**src/design/kec_ram.sv**
```systemverilog
`default_nettype none
module kec_ram #(
   parameter int WIDTH = 8,
   parameter int DEPTH = 16
) (
   input  wire logic                     clock,
   input  wire logic                     we,
   input  wire logic [$clog2(DEPTH)-1:0] waddr,
   input  wire logic [WIDTH-1:0]         wdata,
   input  wire logic [$clog2(DEPTH)-1:0] raddr,
   output logic      [WIDTH-1:0]         rdata
);
   logic [WIDTH-1:0] mem_ff [DEPTH];
   always_ff @(posedge clock) begin
      if (we) mem_ff[waddr] <= wdata;
      rdata <= mem_ff[raddr];
   end
endmodule
`default_nettype wire

```
**config.mk**
```make
export PLATFORM = sky130hd
export DESIGN_NAME = kec_ram
export DESIGN_NICKNAME = d
export VERILOG_FILES = /design/src/design/kec_ram.sv
export SDC_FILE = /design/constraint.sdc
export NUM_CORES = 1
export LEC_CHECK = 0
export BUFFER_PORTS_ARGS = -buffer_cell sky130_fd_sc_hd__clkbuf_2
export CAP_MARGIN = 20
export CELL_PAD_IN_SITES_DETAIL_PLACEMENT = 1
export CELL_PAD_IN_SITES_GLOBAL_PLACEMENT = 1
export CORE_MARGIN = 2
export CORE_UTILIZATION = 39
export CTS_CLUSTER_SIZE = 20
export DETAILED_ROUTE_END_ITERATION = 16
export HOLD_SLACK_MARGIN = 0.06
export PLACE_DENSITY_LB_ADDON = 0.15
export SLEW_MARGIN = 20
export SYNTH_ARGS = -nofsm -noshare
export SYNTH_HDL_FRONTEND = slang
export SYNTH_SLANG_ARGS = --single-unit
```
**constraint.sdc**
```tcl
create_clock -name clock -period 3.1 [get_ports clock]
set_clock_uncertainty 0.2 [all_clocks]
set_input_delay 0.62 -clock clock [delete_from_list [all_inputs] [get_ports clock]]
set_output_delay 0.62 -clock clock [all_outputs]
set_load 0.01 [all_outputs]
```
# --- Yosys cells after proc, flatten, opt, wreduce, memory -nomap -nowiden ---
# Memory sizes are Yosys's and may differ from the RTL's. A register that Yosys moved wholly into a read port is not among the register bits.
# Index checks and enable logic that the tools add are counted.
word_totals:
  n_memories: 1
  register_bits: 0
  elab_cells: 3
  ramBits: 128
  output_inout_bits: 8
  input_bits: 18
classes:
  n_mux: 2
mem_list:
  columns: ["name", "words", "width", "rd", "rd_ports_with_merged_regs", "write_ports", "line_no", "text"]
  rows:
  - ["mem_ff", 16, 8, 1, 1, 1, "13", "logic [WIDTH-1:0] mem_ff [DEPTH];"]
ops:
  columns: ["cell", "n"]
  rows:
  - ["$mux W1", 2]

# --- Logic depth before layout (Yosys ltp) ---
# Gate-level depths: netlist of run 1.
logic_depth:
  ltp_word: 2
  depth_mapped: 5
  mapped_depth_nobuf: 3

# --- Worst setup path before layout of run 1 ---
# No wires, ideal clock.
synth_path:
  path_kind: "in2reg"
  from: "input port waddr[2]"
  to: "memory mem_ff[0][0], enable pin"
  arrival_ps: 1730
  path_buffers: 0
  setup_slack_ps: 787
  t_required_ps: 2517
  cell_stages: 2
  setup_time_ps: 383
  path_cell_list: "or3b_2 -> nor3_1"
synth_rtl:
  columns: ["element", "line_no", "text"]
  rows:
  - ["from (decl)", "8", "input wire logic [$clog2(DEPTH)-1:0] waddr,"]
  - ["to (decl)", "13", null]
# Straight into the memory's write port.

==> results.cfg, run 1 <==
[status]
status = complete, no violations

[setup_path]
r2r-start = mem_ff[7][2]
end_kind = flip-flop
cp-startpoint = raddr[0]
cp.arrival_ns = 2.04
crit_path_start_kind = input port
worstSetupPathType = in -> reg
cp_max_fo = 32
critPathRequiredTime_ns = 3.20

[synthesis]
synthFlopType = edfxtp_1
syn-num-nets = 247
yosysSeqAreaShare_pct = 77.8
ys_types = 19
synthArstFlopShare_pct = 0
synth_common_cells = edfxtp_1 (128), mux4_2 (18), a22oi_1 (16)
synth.area.top_cells = edfxtp_1 (75%), mux4_2 (7.9%), mux4_1 (7.1%), dfxtp_1 (3.1%), a22oi_1 (2.3%)
synth-seq-cells = 136
synth_top_area_share_pct = 74.7
yosysMostFrequentCell = edfxtp_1
ys.warnings.count = 0
synth_top_cell_by_area = edfxtp_1
synth_edf_count = 128
syn-mean-instance-area_um2 = 22.5
syn_area_um2 = 5150
syn_inst = 229

[clocking]
cts-root-buf = clkbuf_16
cts.sinks = 136
cts_max_level = 4
cts_tree = built
cts-resized-gates = 0
clock_latency_ns = 0.41
ctsHoldBuffers = 0
cts_buffer_depth = 2
numCtsBuffers = 17
cts.clk_slew.worst_paths_ns = 0.06
cts_setup_buffers = 0

[placement]
port_buffers = 25
place.gp.congestion = 0.727
hpwl_um = 7080

[run]
drv_cap = 0

[grt]
grt_pass1_wl_um = 16400
antenna_found_initial = 0
grtUsageTotal_pct = 16.6
grt_pass1_vias = 2690
grt_max_degree = 33
grt.overflow.total = 0

[routing]
drt_iter0_markers = 126
via_per_inst = 5.20
routedWlPerCell_um = 23.0
route.vias.total = 2446
drtAntennaViolNets = 0
wirelength_um = 10800
first_pass_iters = 4
drc = 0

[timing]
finalCritPeriodShare_pct = 62.6
setup_tns_ns = 0
timing.final.crit_period_ns = 1.94
whs_ns = 0.442
worstMarginPinSlew_ns = 0.579
setup_violations = 0
maxSlewHeadroom_pct = 61.3
max_freq_mhz = 515
report.final.hold_viol_count = 0
rsz0062_at_grt = no
drv_slew = 0

[floorplan]
core_area_um2 = 12800
die_area_um2 = 14100
ios = 26
die_h_um = 119
rows = 41
initial_core_util_pct = 40.3
die_w_um = 119

[final_layout]
fill_cells = 1165
drive_gt1_share_pct = 32.6
layout.nets = 303
diodes = 0
area_growth_pct = 20.3

[power_and_ir_drop]
p_leak_nw = 2.11
vdd_drop_max_mv = 0.335
p_per_area_nw_per_um2 = 697

[worst_hold_path]
holdCritStartpoint = wdata[1]
hp-class = in -> reg
==> flip-flops by register name, summed over array words and instances (netlist names) <==
signal,flops
mem_ff,128
rdata,8
==> final timing paths <==
check | to | slack [ns] | depth (start not counted)
setup / recovery | rdata[2] | 1.16 | 5
hold / removal | mem_ff[8][1] | 0.44 | 1
setup reg to reg | rdata[2] | 1.49 | 3
hold reg to reg | rdata[2] | 0.48 | 3
==> metrics by stage <==
step / area [µm²] / power (W) / util [%] / setup slack [ns] / std cells
floorplan: 5150 / 0.00221 / - / 0.787 / 229
global placement: 5580 / 0.00230 / 43.7 / 0.783 / 438
detailed placement: 5580 / 0.00231 / 43.7 / 0.743 / 438
CTS: 6190 / 0.00436 / 48.5 / 1.19 / 470
global route: 6190 / 0.00445 / 48.5 / 1.10 / 470
finish: 6190 / 0.00432 / 48.5 / 1.16 / 470
==> power by group <==
| group | internal, W | total [W] | switching (W) |
|---|---|---|---|
| clock | 0.00132 | 0.00205 | 0.000731 |
| combinational | 0.0000819 | 0.000195 | 0.000114 |
| sequential | 0.00206 | 0.00207 | 0.0000133 |
==> metal layers <==
metal	part of all wire (%)	vias to the layer above	GRT usage, %
li1	-	1089	-
met1	46	1300	21.2
met2	50	47	27.2
met3	2.5	10	3.45
met4	1.5	0	8.18
met5	0	-	0
==> cell usage in the layout (no fill, tap or decap), types with 2 or more instances in the layout <==
cell type	n
a22oi_1	16
buf_4	21
bufinv_16	3
clkbuf_16	17
clkbuf_2	25
clkbuf_8	3
clkinv_2	3
clkinv_4	2
clkinvlp_4	3
dfxtp_1	8
edfxtp_1	128
mux4_1	14
mux4_2	18
nand2_1	9
nand2b_1	2
nand3b_1	2
nor2_1	13
nor3_1	4
==> cells by family after synthesis <==
logic type,Yosys count,synth area share (%)
buf+inv,10,1.68
compound gates,16,2.33
flops,136,77.8
mux,32,15.0
simple gates,35,3.18
==> final cells by class <==
class,count,area (µm²),area share (%)
timing repair buffer,47,303,4.89
sequential,136,4000,64.6
tap,172,215,3.47
clock buffer,20,467,7.53
multi-input combinational,83,1060,17.1
clock inverter,12,149,2.40
==> worst max-delay path: stages <==
cell and delay [ns]:
clkbuf_2 0.10, buf_12 0.25, mux4_1 0.64, a22oi_1 0.29
nand2_1 0.09
No activity file was read; power rests on OpenSTA's default activity.
==> run 2, diff against run 1 <==
==> constraint.sdc (replaced) <==
create_clock -name clock -period 2 [get_ports clock]
set_clock_uncertainty 0.2 [all_clocks]
set_input_delay 0.4 -clock clock [delete_from_list [all_inputs] [get_ports clock]]
set_output_delay 0.4 -clock clock [all_outputs]
set_load 0.01 [all_outputs]
==> results.cfg, run 2 (synthesis gave the netlist of run 1 again) <==
[timing]
finalCritPeriodShare_pct = 83.1
timing.final.crit_period_ns = 1.66
setup_tns_ns = 0
report.final.hold_viol_count = 0
maxSlewHeadroom_pct = 41.4
rsz0062_at_grt = no
setup_violations = 0
worstMarginPinSlew_ns = 0.875
post-route-worst-setup-slack_ns = 0.338
drv_slew = 0
max_freq_mhz = 602

[routing]
drtAntennaViolNets = 0
first_pass_iters = 4
routedWlPerCell_um = 22.6
route.vias.total = 2461
drt_iter0_markers = 255
drc = 0
wirelength_um = 10800
via_per_inst = 5.17

[placement]
dp_slack_ns = -0.0669
place.gp.congestion = 0.705
port_buffers = 25
hpwl_um = 7050
dpl_cell_area_um2 = 5650

[clocking]
cts_tree = built
cts_setup_buffers = 0
cts.clk_slew.worst_paths_ns = 0.06
cts.sinks = 136
cts-resized-gates = 0
clock_latency_ns = 0.41
cts-root-buf = clkbuf_16
cts_buffer_depth = 2
ctsHoldBuffers = 0
numCtsBuffers = 17
cts_max_level = 4

[run]
drv_cap = 0

[floorplan]
die_h_um = 119
die_w_um = 119
initial_core_util_pct = 40.3
core_area_um2 = 12800
rows = 41
ios = 26
die_area_um2 = 14100

[setup_path]
cp.arrival_ns = 1.76
slowest_stage = mux4_2
worstSetupPathType = reg -> reg
crit_path_start_kind = flip-flop
cp_max_fo = 1
end_kind = flip-flop
path_cells = mux4_2 > a22oi_1 > buf_4 > nand2_1
cpPeakStageDelay_ns = 0.48
critPathBufInv = 1
crit_family = multiplexers
critPathRequiredTime_ns = 2.10

[final_layout]
top_regs = mem_ff: 128 flops, rdata: 8 flops
layout_common_cells = edfxtp_1 (128), clkbuf_2 (25), buf_4 (25), mux4_2 (18), clkbuf_16 (17)
regMostFlops = mem_ff
area_growth_pct = 21.3
diodes = 0
final_common_cell = edfxtp_1
layout.nets = 309
finalInstanceArea_um2 = 6240
drive_gt1_share_pct = 33.9
largest_register_ffs = 128
fill_cells = 1174

[grt]
grt_pass1_wl_um = 16700
grtUsageTotal_pct = 16.8
antenna_found_initial = 0
grt_pass1_vias = 2687
grt_max_degree = 26
grt.overflow.total = 0

[worst_hold_path]
hp-class = in -> reg

[power_and_ir_drop]
p_leak_nw = 2.14
p_per_area_nw_per_um2 = 1060
vdd_drop_max_mv = 0.538

[status]
status = complete, no violations
run 2: changes by cell type in the layout (fill, tap and decap cells not counted), sizes merged:
| cell | previous run | this run |
|---|---|---|
| buf | 22 | 28 |
| clkbuf | 45 | 44 |
| clkinv | 6 | 7 |
run 2: worst paths after layout:
check,startpoint,to,slack [ns],cells past startpoint
setup / recovery,mem_ff[3][7],rdata[7],0.34,4
hold / removal,wdata[1],mem_ff[15][1],0.21,1
setup reg to reg,mem_ff[3][7],rdata[7],0.34,4
hold reg to reg,mem_ff[14][6],rdata[6],0.47,3
run 2: worst register-to-register path, stage by stage, from the launching register on:
cell and delay, ns:
edfxtp_1 0.37, mux4_2 0.48, a22oi_1 0.29, buf_4 0.16
nand2_1 0.04
run 2: power breakdown:
group	total [W]	internal [W]	switching (W)	leakage, nW
clock network	0.00308	0.00195	0.00113	0.282
registers	0.00321	0.00319	0.0000195	1.22
logic	0.000322	0.000143	0.000179	0.632
run 2: per-stage QoR:
step / instances / power [W] / utilization, % / hold slack, ns
final: 476 / 0.00660 / 48.9 / 0.211
after global placement: 444 / 0.00359 / 44.3 / 0.454
after CTS: 476 / 0.00668 / 48.9 / 0.193
after detailed placement: 444 / 0.00360 / 44.3 / 0.458
after floorplan: 229 / 0.00343 / - / 0.299
after global routing: 476 / 0.00683 / 48.9 / 0.222
run 2: metal layers:
layer  wire, µm  global-route usage [%]  part of all wire, %
met1       4860                    23.2                   45
met2       5300                    25.5                   49
met3        560                    4.55                  5.2
met4         49                    6.47                 0.46
met5          0                       0                    0
run 2: final cells by class:
type / count / area [µm²] / share of cell area, %
clock buffer: 19 / 433 / 6.94
clock inverter: 13 / 155 / 2.49
multi-input combinational: 83 / 1060 / 17.0
sequential: 136 / 4000 / 64.1
tap: 172 / 215 / 3.45
timing repair buffer: 53 / 373 / 5.97
