[src/design/kec_pkg.sv]
`default_nettype none
package kec_pkg;
   localparam int TABLE_ENTRIES = 1024;
   localparam int SLOT_BITS = $clog2(TABLE_ENTRIES);
   localparam int MAX_PREFIX_BASES = 32;
   localparam int COUNT_WIDTH = 32;
   localparam int CNT_ADDR_BITS = SLOT_BITS + 2;
   localparam int CNT_DEPTH = 4 * TABLE_ENTRIES;
   localparam int SEARCH_STEPS = SLOT_BITS + 1;

   typedef enum logic [1:0] {
      OP_LOAD  = 2'd0,
      OP_BASE  = 2'd1,
      OP_BREAK = 2'd2,
      OP_DUMP  = 2'd3
   } opcode_type;

   localparam logic CSR_PREFIX_LENGTH = 1'b0;
   localparam logic CSR_ENTRIES = 1'b1;

   typedef struct packed {
      logic [1:0]  opcode;
      logic [9:0]  slot;
      logic [63:0] prefix_value;
      logic [7:0]  base_char;
   } req_type;

   typedef struct packed {
      logic [9:0]  dump_slot;
      logic [1:0]  extension_base;
      logic [31:0] extension_count;
      logic        significant;
      logic        last_of_dump;
   } rsp_type;

   // one search cell: lower-bound window handed down the row
   typedef struct packed {
      logic        active;
      logic [10:0] lo;
      logic [10:0] hi;
   } search_type;

   typedef enum logic [3:0] {
      ST_CLEAR, ST_IDLE, ST_LOAD, ST_SEARCH, ST_SREAD, ST_SCMP, ST_FINAL,
      ST_FREAD, ST_FCMP, ST_INC, ST_DREAD, ST_DOUT
   } state_type;
endpackage
`default_nettype wire

[src/design/kec_search_cell.sv]
`default_nettype none
module kec_search_cell
   import kec_pkg::*;
(
   input  wire logic       clock,
   input  wire logic       reset,
   input  wire logic       step,
   input  wire search_type prev,
   input  wire logic       less,
   output search_type      cur,
   output logic [10:0]     mid
);
   search_type cur_ff, cur_in;
   assign mid = prev.lo + ((prev.hi - prev.lo) >> 1);
   always_comb begin
      cur_in = cur_ff;
      if (step) begin
         cur_in = prev;
         if (prev.active && prev.lo < prev.hi) begin
            if (less) cur_in.lo = mid + 11'd1;
            else cur_in.hi = mid;
         end
      end
   end
   always_ff @(posedge clock) begin
      if (reset) cur_ff <= '0;
      else cur_ff <= cur_in;
   end
   assign cur = cur_ff;
endmodule
`default_nettype wire

[config.mk]
export PLATFORM = sky130hd
export DESIGN_NAME = kec_search_cell
export DESIGN_NICKNAME = d
export VERILOG_FILES = /design/src/design/kec_pkg.sv /design/src/design/kec_search_cell.sv
export SDC_FILE = /design/constraint.sdc
export NUM_CORES = 1
export LEC_CHECK = 0
export ABC_AREA = 1
export BUFFER_PORTS_ARGS = -buffer_cell sky130_fd_sc_hd__buf_4
export CAP_MARGIN = 25
export CORE_MARGIN = 5
export CORE_UTILIZATION = 40
export DETAILED_ROUTE_END_ITERATION = 8
export GPL_ROUTABILITY_DRIVEN = 0
export HOLD_SLACK_MARGIN = 0.1
export PLACE_DENSITY = 0.75
export SLEW_MARGIN = 20
export SYNTH_ARGS = -nofsm -noshare
export SYNTH_HDL_FRONTEND = slang
export SYNTH_SLANG_ARGS = --single-unit
[constraint.sdc]
create_clock -name clock -period 8.05 [get_ports clock]
set_clock_uncertainty 0.1 [all_clocks]
set_input_delay 1.61 -clock clock [delete_from_list [all_inputs] [get_ports clock]]
set_output_delay 1.61 -clock clock [all_outputs]
set_load 0.03 [all_outputs]
# Word level (Yosys, flattened, before mapping)
# Cells that the tools add are included.
[totals]
reg_bits = 23
elab_cells = 11
mem_bits_ro = 0
n_memories = 0
mem_bits_rw = 0
output_inout_bits = 34
in_bits = 27
latch_bits = 0
[classes]
n_lt_le_gt_ge = 1
multipliers = 0
n_shift = 0
n_eq_ne = 0
addsub = 3
n_bitwise = 0
div_mod_pow = 0
n_mux = 3
n_reduce_logical = 1
[op_table]
columns = ["operator", "count"]
rows = [
  ["two-way mux 11 bit", 2],
  ["two-way mux 22 bit", 1],
  ["adder 11 x 1 -> 11 bit, second input constant", 1],
  ["adder 11 x 10 -> 11 bit", 1],
  ["less-than comparator 11 bit", 1],
  ["subtractor 11 bit", 1],
  ["logical AND 1 bit", 1],
]

# Depth between registers and ports, before layout
# Gate-level depths: netlist (run 1).
[depth]
word_depth = 5
ltp_mapped = 24
mapped_depth_nobuf = 24

# Worst setup path before layout (run 1)
# Ideal clock, no wire load.
[synth_timing]
kind = "input port to output port"
start = "input port prev[0] (netlist bit)"
end = "output port mid[10]"
setup_slack_ns = 2.233
required_time_ns = 6.340
stages = 19
path_buffers = 0
t_arrival_ns = 4.107
path_cell_list = "inv_1 > ha_1 > fa_1 > o21ai_0 > a21oi_1 > nor2_1 > nor2_1 > o21ai_0 > xor2_1 > ha_1 > nand2_1 > inv_1 > a21oi_1 > nand2_1 > nand2_1 > nand2_1 > nand2_1 > nand2_1 > inv_1"
[synth_between]
elab_chain_len = 2
[synth_rtl]
columns = ["element", "line", "source"]
rows = [
  ["start, declared", "kec_search_cell.sv:8", "input wire search_type prev,"],
  ["subtractor 11 bit", "kec_search_cell.sv:14", "assign mid = prev.lo + ((prev.hi - prev.lo) >> 1);"],
  ["adder 11 x 10 -> 11 bit", "kec_search_cell.sv:14", ""],
  ["end, declared", "kec_search_cell.sv:11", "output logic [10:0] mid"],
]
# Every way passes these cells.

# Worst setup path after layout (run 1)
# Ends and elaborated chain as after synthesis.

==> results_dict.tcl, run 1 <==
set metrics [dict create \
    critPathCaptureType "output pin" \
    crit_type "in2out" \
    drc 0 \
    rr_endpoint "cur[10]$_SDFFE_PP0P_" \
    ys_seq_area_share_pct 18.8 \
    syn_inst 387 \
    dr.first_iter.drc_count 144 \
    fin_setup_tns_ns 0 \
    synth_top_area_share_pct 18.8 \
    tightest_slew_ns 0.567 \
    drt-vias-per-instance 4.94 \
    cts.clk_slew.worst_paths_ns 0.07 \
    pwr_density_cell_mw_per_mm2 201 \
    hold_buffers 0 \
    fin_crit_ns 6.20 \
    setup_viol 0 \
    final_common_cell "nand2_1" \
    io_pins 61 \
    clock.fmax_mhz 161 \
    cts-root-buf "clkbuf_8" \
    wl_per_cell_um 12.8 \
    cts_tree "built" \
    h-tree-depth 1 \
    drive_above_1_share_pct 22.2 \
    num_antenna_cells 0 \
    grt_usage_pct 17.3 \
    cp_slowest_cell "fa_1" \
    maxCapViolCount 0 \
    ys_ff_latch 23 \
    hold_depth 2 \
    ctsResizeCount 0 \
    core_sq_mm 0.00596 \
    outcome "finished clean" \
    slew_headroom_pct 62.2 \
    cp-start-kind "primary input" \
    synth_largest_area_cell "dfxtp_1" \
    finalHoldViolCount 0 \
    ant_nets 0 \
    hold_end "cur[22]$_SDFFE_PP0P_" \
    use_met2_pct 28.9 \
    finalCritPeriodShare_pct 77.1 \
    regArea_sq_um 460 \
    finalWirelength_um 6610 \
    yosysUniqueCellTypes 32 \
    post-cts-setup-buffer-count 0 \
    grt_util_met3_pct 4.38 \
    clk_path_buf_depth 2 \
    grt_overflow 0 \
    nets 493 \
    synthTopCellsByArea "dfxtp_1 (19%), nand2_1 (17%), ha_1 (11%)" \
    crit_arrival_ns 4.49 \
    worstPathCellList "buf_4 -> inv_1 -> ha_1 -> fa_1 -> o21ai_0 -> a21oi_1 -> nor2_1 -> nor2_1 -> o21ai_0 -> xor2_1 -> ha_1 -> nand2_1 -> inv_1 -> a21oi_1 -> nand2_1 -> nand2_1 -> nand2_1 -> nand2_1 -> nand2_1 -> inv_1 -> buf_4" \
    reg2reg_slack_ns 7.31 \
    grt_pass1_wl_um 10900 \
    io_buffer_count 60 \
    rows 28 \
    die_w_um 88.3 \
    dpl.hpwl_um 5550 \
    area_growth_pct 21.5 \
    crit_top_cell "nand2_1" \
    cpPeakStageDelay_ns 0.40 \
    min_from "cur[22]$_SDFFE_PP0P_" \
    grt_use_met1_pct 23.5 \
    grt-busiest-layer "met2" \
    avgSynthCellArea_sq_um 6.34 \
    ff2ff_path_depth 2 \
    vias 2549 \
    antenna_found_initial 0 \
    r2r_start "cur[10]$_SDFFE_PP0P_" \
    cts.sink_count 23 \
    p_leak_uw 0.00155 \
    grt_pass1_vias 2344 \
    hold_class "reg2reg" \
    multi_input_area_sq_mm 0.00168 \
    rsz0062_at_grt "false" \
    cp_max_fo 5 \
    initial_core_util_pct 41.2 \
    clk_latency_ns 0.25 \
    die_height_um 88.3 \
    final_cell_mix "nand2_1 (109), buf_4 (60), inv_1 (59)" \
    largest_reg_flops 23 \
    die_area_sq_mm 0.00780 \
    power.total_uw 600 \
    ys_warn_count 0 \
    tritoncts.num_buffers 3 \
    netlist_area_sq_mm 0.00245 \
    nFillCells 625 \
    ir_worst_vdd_mv 0.146 \
    first_pass_iters 4 \
    syn_nets 438 \
    report.final.slew_viol_count 0 \
    critical_path_required_ns 6.34 \
    grt_max_degree 38 \
]
worst max-delay path: cells and delay by family:
kind	cells	cell delay, ns
AND/OR/NAND/NOR	8	0.60
AO/OA/AOI/OAI	4	0.75
buffers and inverters	5	0.43
adder cells (fa/ha/maj)	3	0.92
XOR/XNOR	1	0.19
layer usage:
layer | vias up | wire, um | part of all wire, %
li1 | 1356 | - | -
met1 | 1111 | 2950 | 45
met2 | 80 | 3140 | 47
met3 | 2 | 505 | 7.6
met4 | 0 | 10 | 0.15
met5 | - | 0 | 0
power by group:
group,switching (uW),leakage (uW),internal (uW)
Sequential,4.11,0.000190,122
Combinational,268,0.00133,137
Clock,33.7,0.0000228,35.2
logic make-up after synthesis:
logic type	Yosys count	synth area share, %
buf+inv	77	12.9
flops	23	18.8
xor+xnor	12	4.28
simple gates	176	34.2
fa+ha+maj	24	12.9
compound gates	75	17.0
final cells by class:
cell class	instances	share of cell area, %
Clock buffer	4	1.51
Multi-Input combinational cell	287	56.3
Inverter	67	8.52
Sequential cell	23	15.4
Timing Repair Buffer	60	15.1
Tap cell	75	3.15
cells in the mapped netlist, drive strengths merged:
library cell  count
fa                2
nand3            28
o21ai            17
nor2             19
xor2              9
o21a              1
clkbuf            3
dlygate4sd1       1
dfxtp            23
o211ai            9
buf               6
inv              67
xnor2             3
nand2           120
ha               22
nor3              1
nand4             8
a21oi            48
how the worst max path moves through the flow:
stage,start,cells past startpoint,slack (ns),end
after floorplan,prev[0],19,2.23,mid[10]
after global placement,prev[0],21,1.90,mid[10]
after detailed placement,prev[0],21,1.86,mid[10]
after CTS,prev[0],21,1.83,mid[10]
after global routing,prev[0],21,1.50,mid[10]
final,prev[0],21,1.85,mid[10]
through the flow:
stage                     cells  cell area [sq um]  util, %  hold WS, ns  setup WS (ns)
final                       516               2980     50.0        0.366           1.85
after global routing        516               2980     50.0        0.392           1.50
after floorplan             387               2450        -        0.489           2.23
after CTS                   516               2980     50.0        0.368           1.83
after global placement      512               2940     49.3        0.355           1.90
after detailed placement    512               2940     49.3        0.357           1.86
No activity file was read; power rests on OpenSTA's default activity.
==> run 2, diff against run 1 <==
==> constraint.sdc (replaced) <==
create_clock -name clock -period 5.9 [get_ports clock]
set_clock_uncertainty 0.1 [all_clocks]
set_input_delay 1.18 -clock clock [delete_from_list [all_inputs] [get_ports clock]]
set_output_delay 1.18 -clock clock [all_outputs]
set_load 0.03 [all_outputs]
==> results_dict.tcl, run 2 (synthesis gave the netlist of run 1 again) <==
set metrics [dict create \
    cts_tree "built" \
    cp_max_fo 5 \
    maxCapViolCount 0 \
    fin_crit_ns 5.40 \
    setup_viol 0 \
    core_sq_mm 0.00596 \
    first_pass_iters 4 \
    ff2ff_path_depth 2 \
    grt_usage_pct 17.2 \
    grt_max_degree 38 \
    cp_slowest_cell "fa_1" \
    final_cell_mix "nand2_1 (109), buf_4 (60), inv_1 (59)" \
    area_growth_pct 21.5 \
    crit_top_cell "nand2_1" \
    clk_path_buf_depth 2 \
    io_buffer_count 60 \
    fin_setup_tns_ns 0 \
    worstPathCellList "buf_4 -> inv_1 -> ha_1 -> fa_1 -> o21ai_0 -> a21oi_1 -> nor2_1 -> nor2_1 -> o21ai_0 -> xor2_1 -> ha_1 -> nand2_1 -> inv_1 -> a21oi_1 -> nand2_1 -> nand2_1 -> nand2_1 -> nand2_1 -> nand2_1 -> inv_1 -> buf_4" \
    finalHoldViolCount 0 \
    slew_headroom_pct 60.6 \
    nFillCells 658 \
    critical_path_required_ns 4.62 \
    drive_above_1_share_pct 22.2 \
    drt-vias-per-instance 5.00 \
    wl_per_cell_um 12.8 \
    grt_pass1_vias 2376 \
    ir_worst_vdd_mv 0.200 \
    cp-start-kind "primary input" \
    outcome "finished clean" \
    rsz0062_at_grt "false" \
    crit_type "in2out" \
    fin_area_sq_mm 0.00298 \
    h-tree-depth 1 \
    placed_cells 512 \
    critPathCaptureType "output pin" \
    vias 2581 \
    finalWirelength_um 6630 \
    grt_pass1_wl_um 10800 \
    tritoncts.num_buffers 3 \
    dpl.hpwl_um 5590 \
    pwr_density_cell_mw_per_mm2 275 \
    grt_overflow 0 \
    power.total_uw 819 \
    num_antenna_cells 0 \
    ant_nets 0 \
    tightest_slew_ns 0.590 \
    rows 28 \
    final_cells 516 \
    nets 493 \
    die_w_um 88.3 \
    p_leak_uw 0.00155 \
    dr.first_iter.drc_count 188 \
    io_pins 61 \
    drc 0 \
    cts.clk_slew.worst_paths_ns 0.08 \
    die_height_um 88.3 \
    clk_latency_ns 0.25 \
    critPathTopFamily "adder cells" \
    path_depth 21 \
    antenna_found_initial 0 \
    hold_class "reg2reg" \
    cts-root-buf "clkbuf_8" \
    initial_core_util_pct 41.2 \
    ctsResizeCount 0 \
    cts.sink_count 23 \
    cp.buffers_inverters 5 \
    clock.fmax_mhz 185 \
    largest_reg_flops 23 \
    report.final.slew_viol_count 0 \
    crit_arrival_ns 4.12 \
    final_common_cell "nand2_1" \
    post-cts-setup-buffer-count 0 \
    hold_buffers 0 \
    finalCritPeriodShare_pct 91.5 \
    die_area_sq_mm 0.00780 \
    cpPeakStageDelay_ns 0.40 \
    hold_depth 2 \
    place_area_sq_mm 0.00294 \
]
==> run 2: final timing paths <==
| kind | from | endpoint | slack, ns |
|---|---|---|---|
| min | cur[22]$_SDFFE_PP0P_ | cur[22]$_SDFFE_PP0P_ | 0.37 |
| min reg2reg | cur[22]$_SDFFE_PP0P_ | cur[22]$_SDFFE_PP0P_ | 0.37 |
| max | prev[0] | mid[10] | 0.50 |
| max reg2reg | cur[10]$_SDFFE_PP0P_ | cur[10]$_SDFFE_PP0P_ | 5.16 |
==> run 2: layer usage <==
layer  global-route usage, %  vias up  share of wire (%)
met1                    22.6     1127                 44
met4                    1.92        0               0.47
li1                        -     1360                  -
met2                    29.6       90                 47
met5                       0        -                  0
met3                    4.28        4                8.3
==> run 2: power by group <==
group,internal [uW],leakage [uW],switching (uW),total [uW]
sequential,166,0.000190,5.55,172
clock,48.1,0.0000228,46.5,94.6
combinational,187,0.00133,366,553
==> run 2: worst register-to-register path, cell delays in order (launching register included) <==
cell	delay, ns
dfxtp_1	0.35
nand2_1	0.06
a21oi_1	0.17
==> run 2: stage by stage <==
step | utilization [%] | setup WS [ns] | hold slack, ns
finish | 50.0 | 0.504 | 0.368
global route | 50.0 | 0.180 | 0.387
global placement | 49.3 | 0.609 | 0.355
detailed placement | 49.3 | 0.526 | 0.357
floorplan | - | 0.943 | 0.489
CTS | 50.0 | 0.507 | 0.369
==> run 2: final cells by class <==
cell class	instances	area, sq um	share of cell area [%]
well taps	75	93.8	3.15
flip-flops and latches	23	460	15.4
multi-input cells	287	1680	56.3
clock buffers	4	45.0	1.51
inverters	67	254	8.52
repair buffers	60	450	15.1
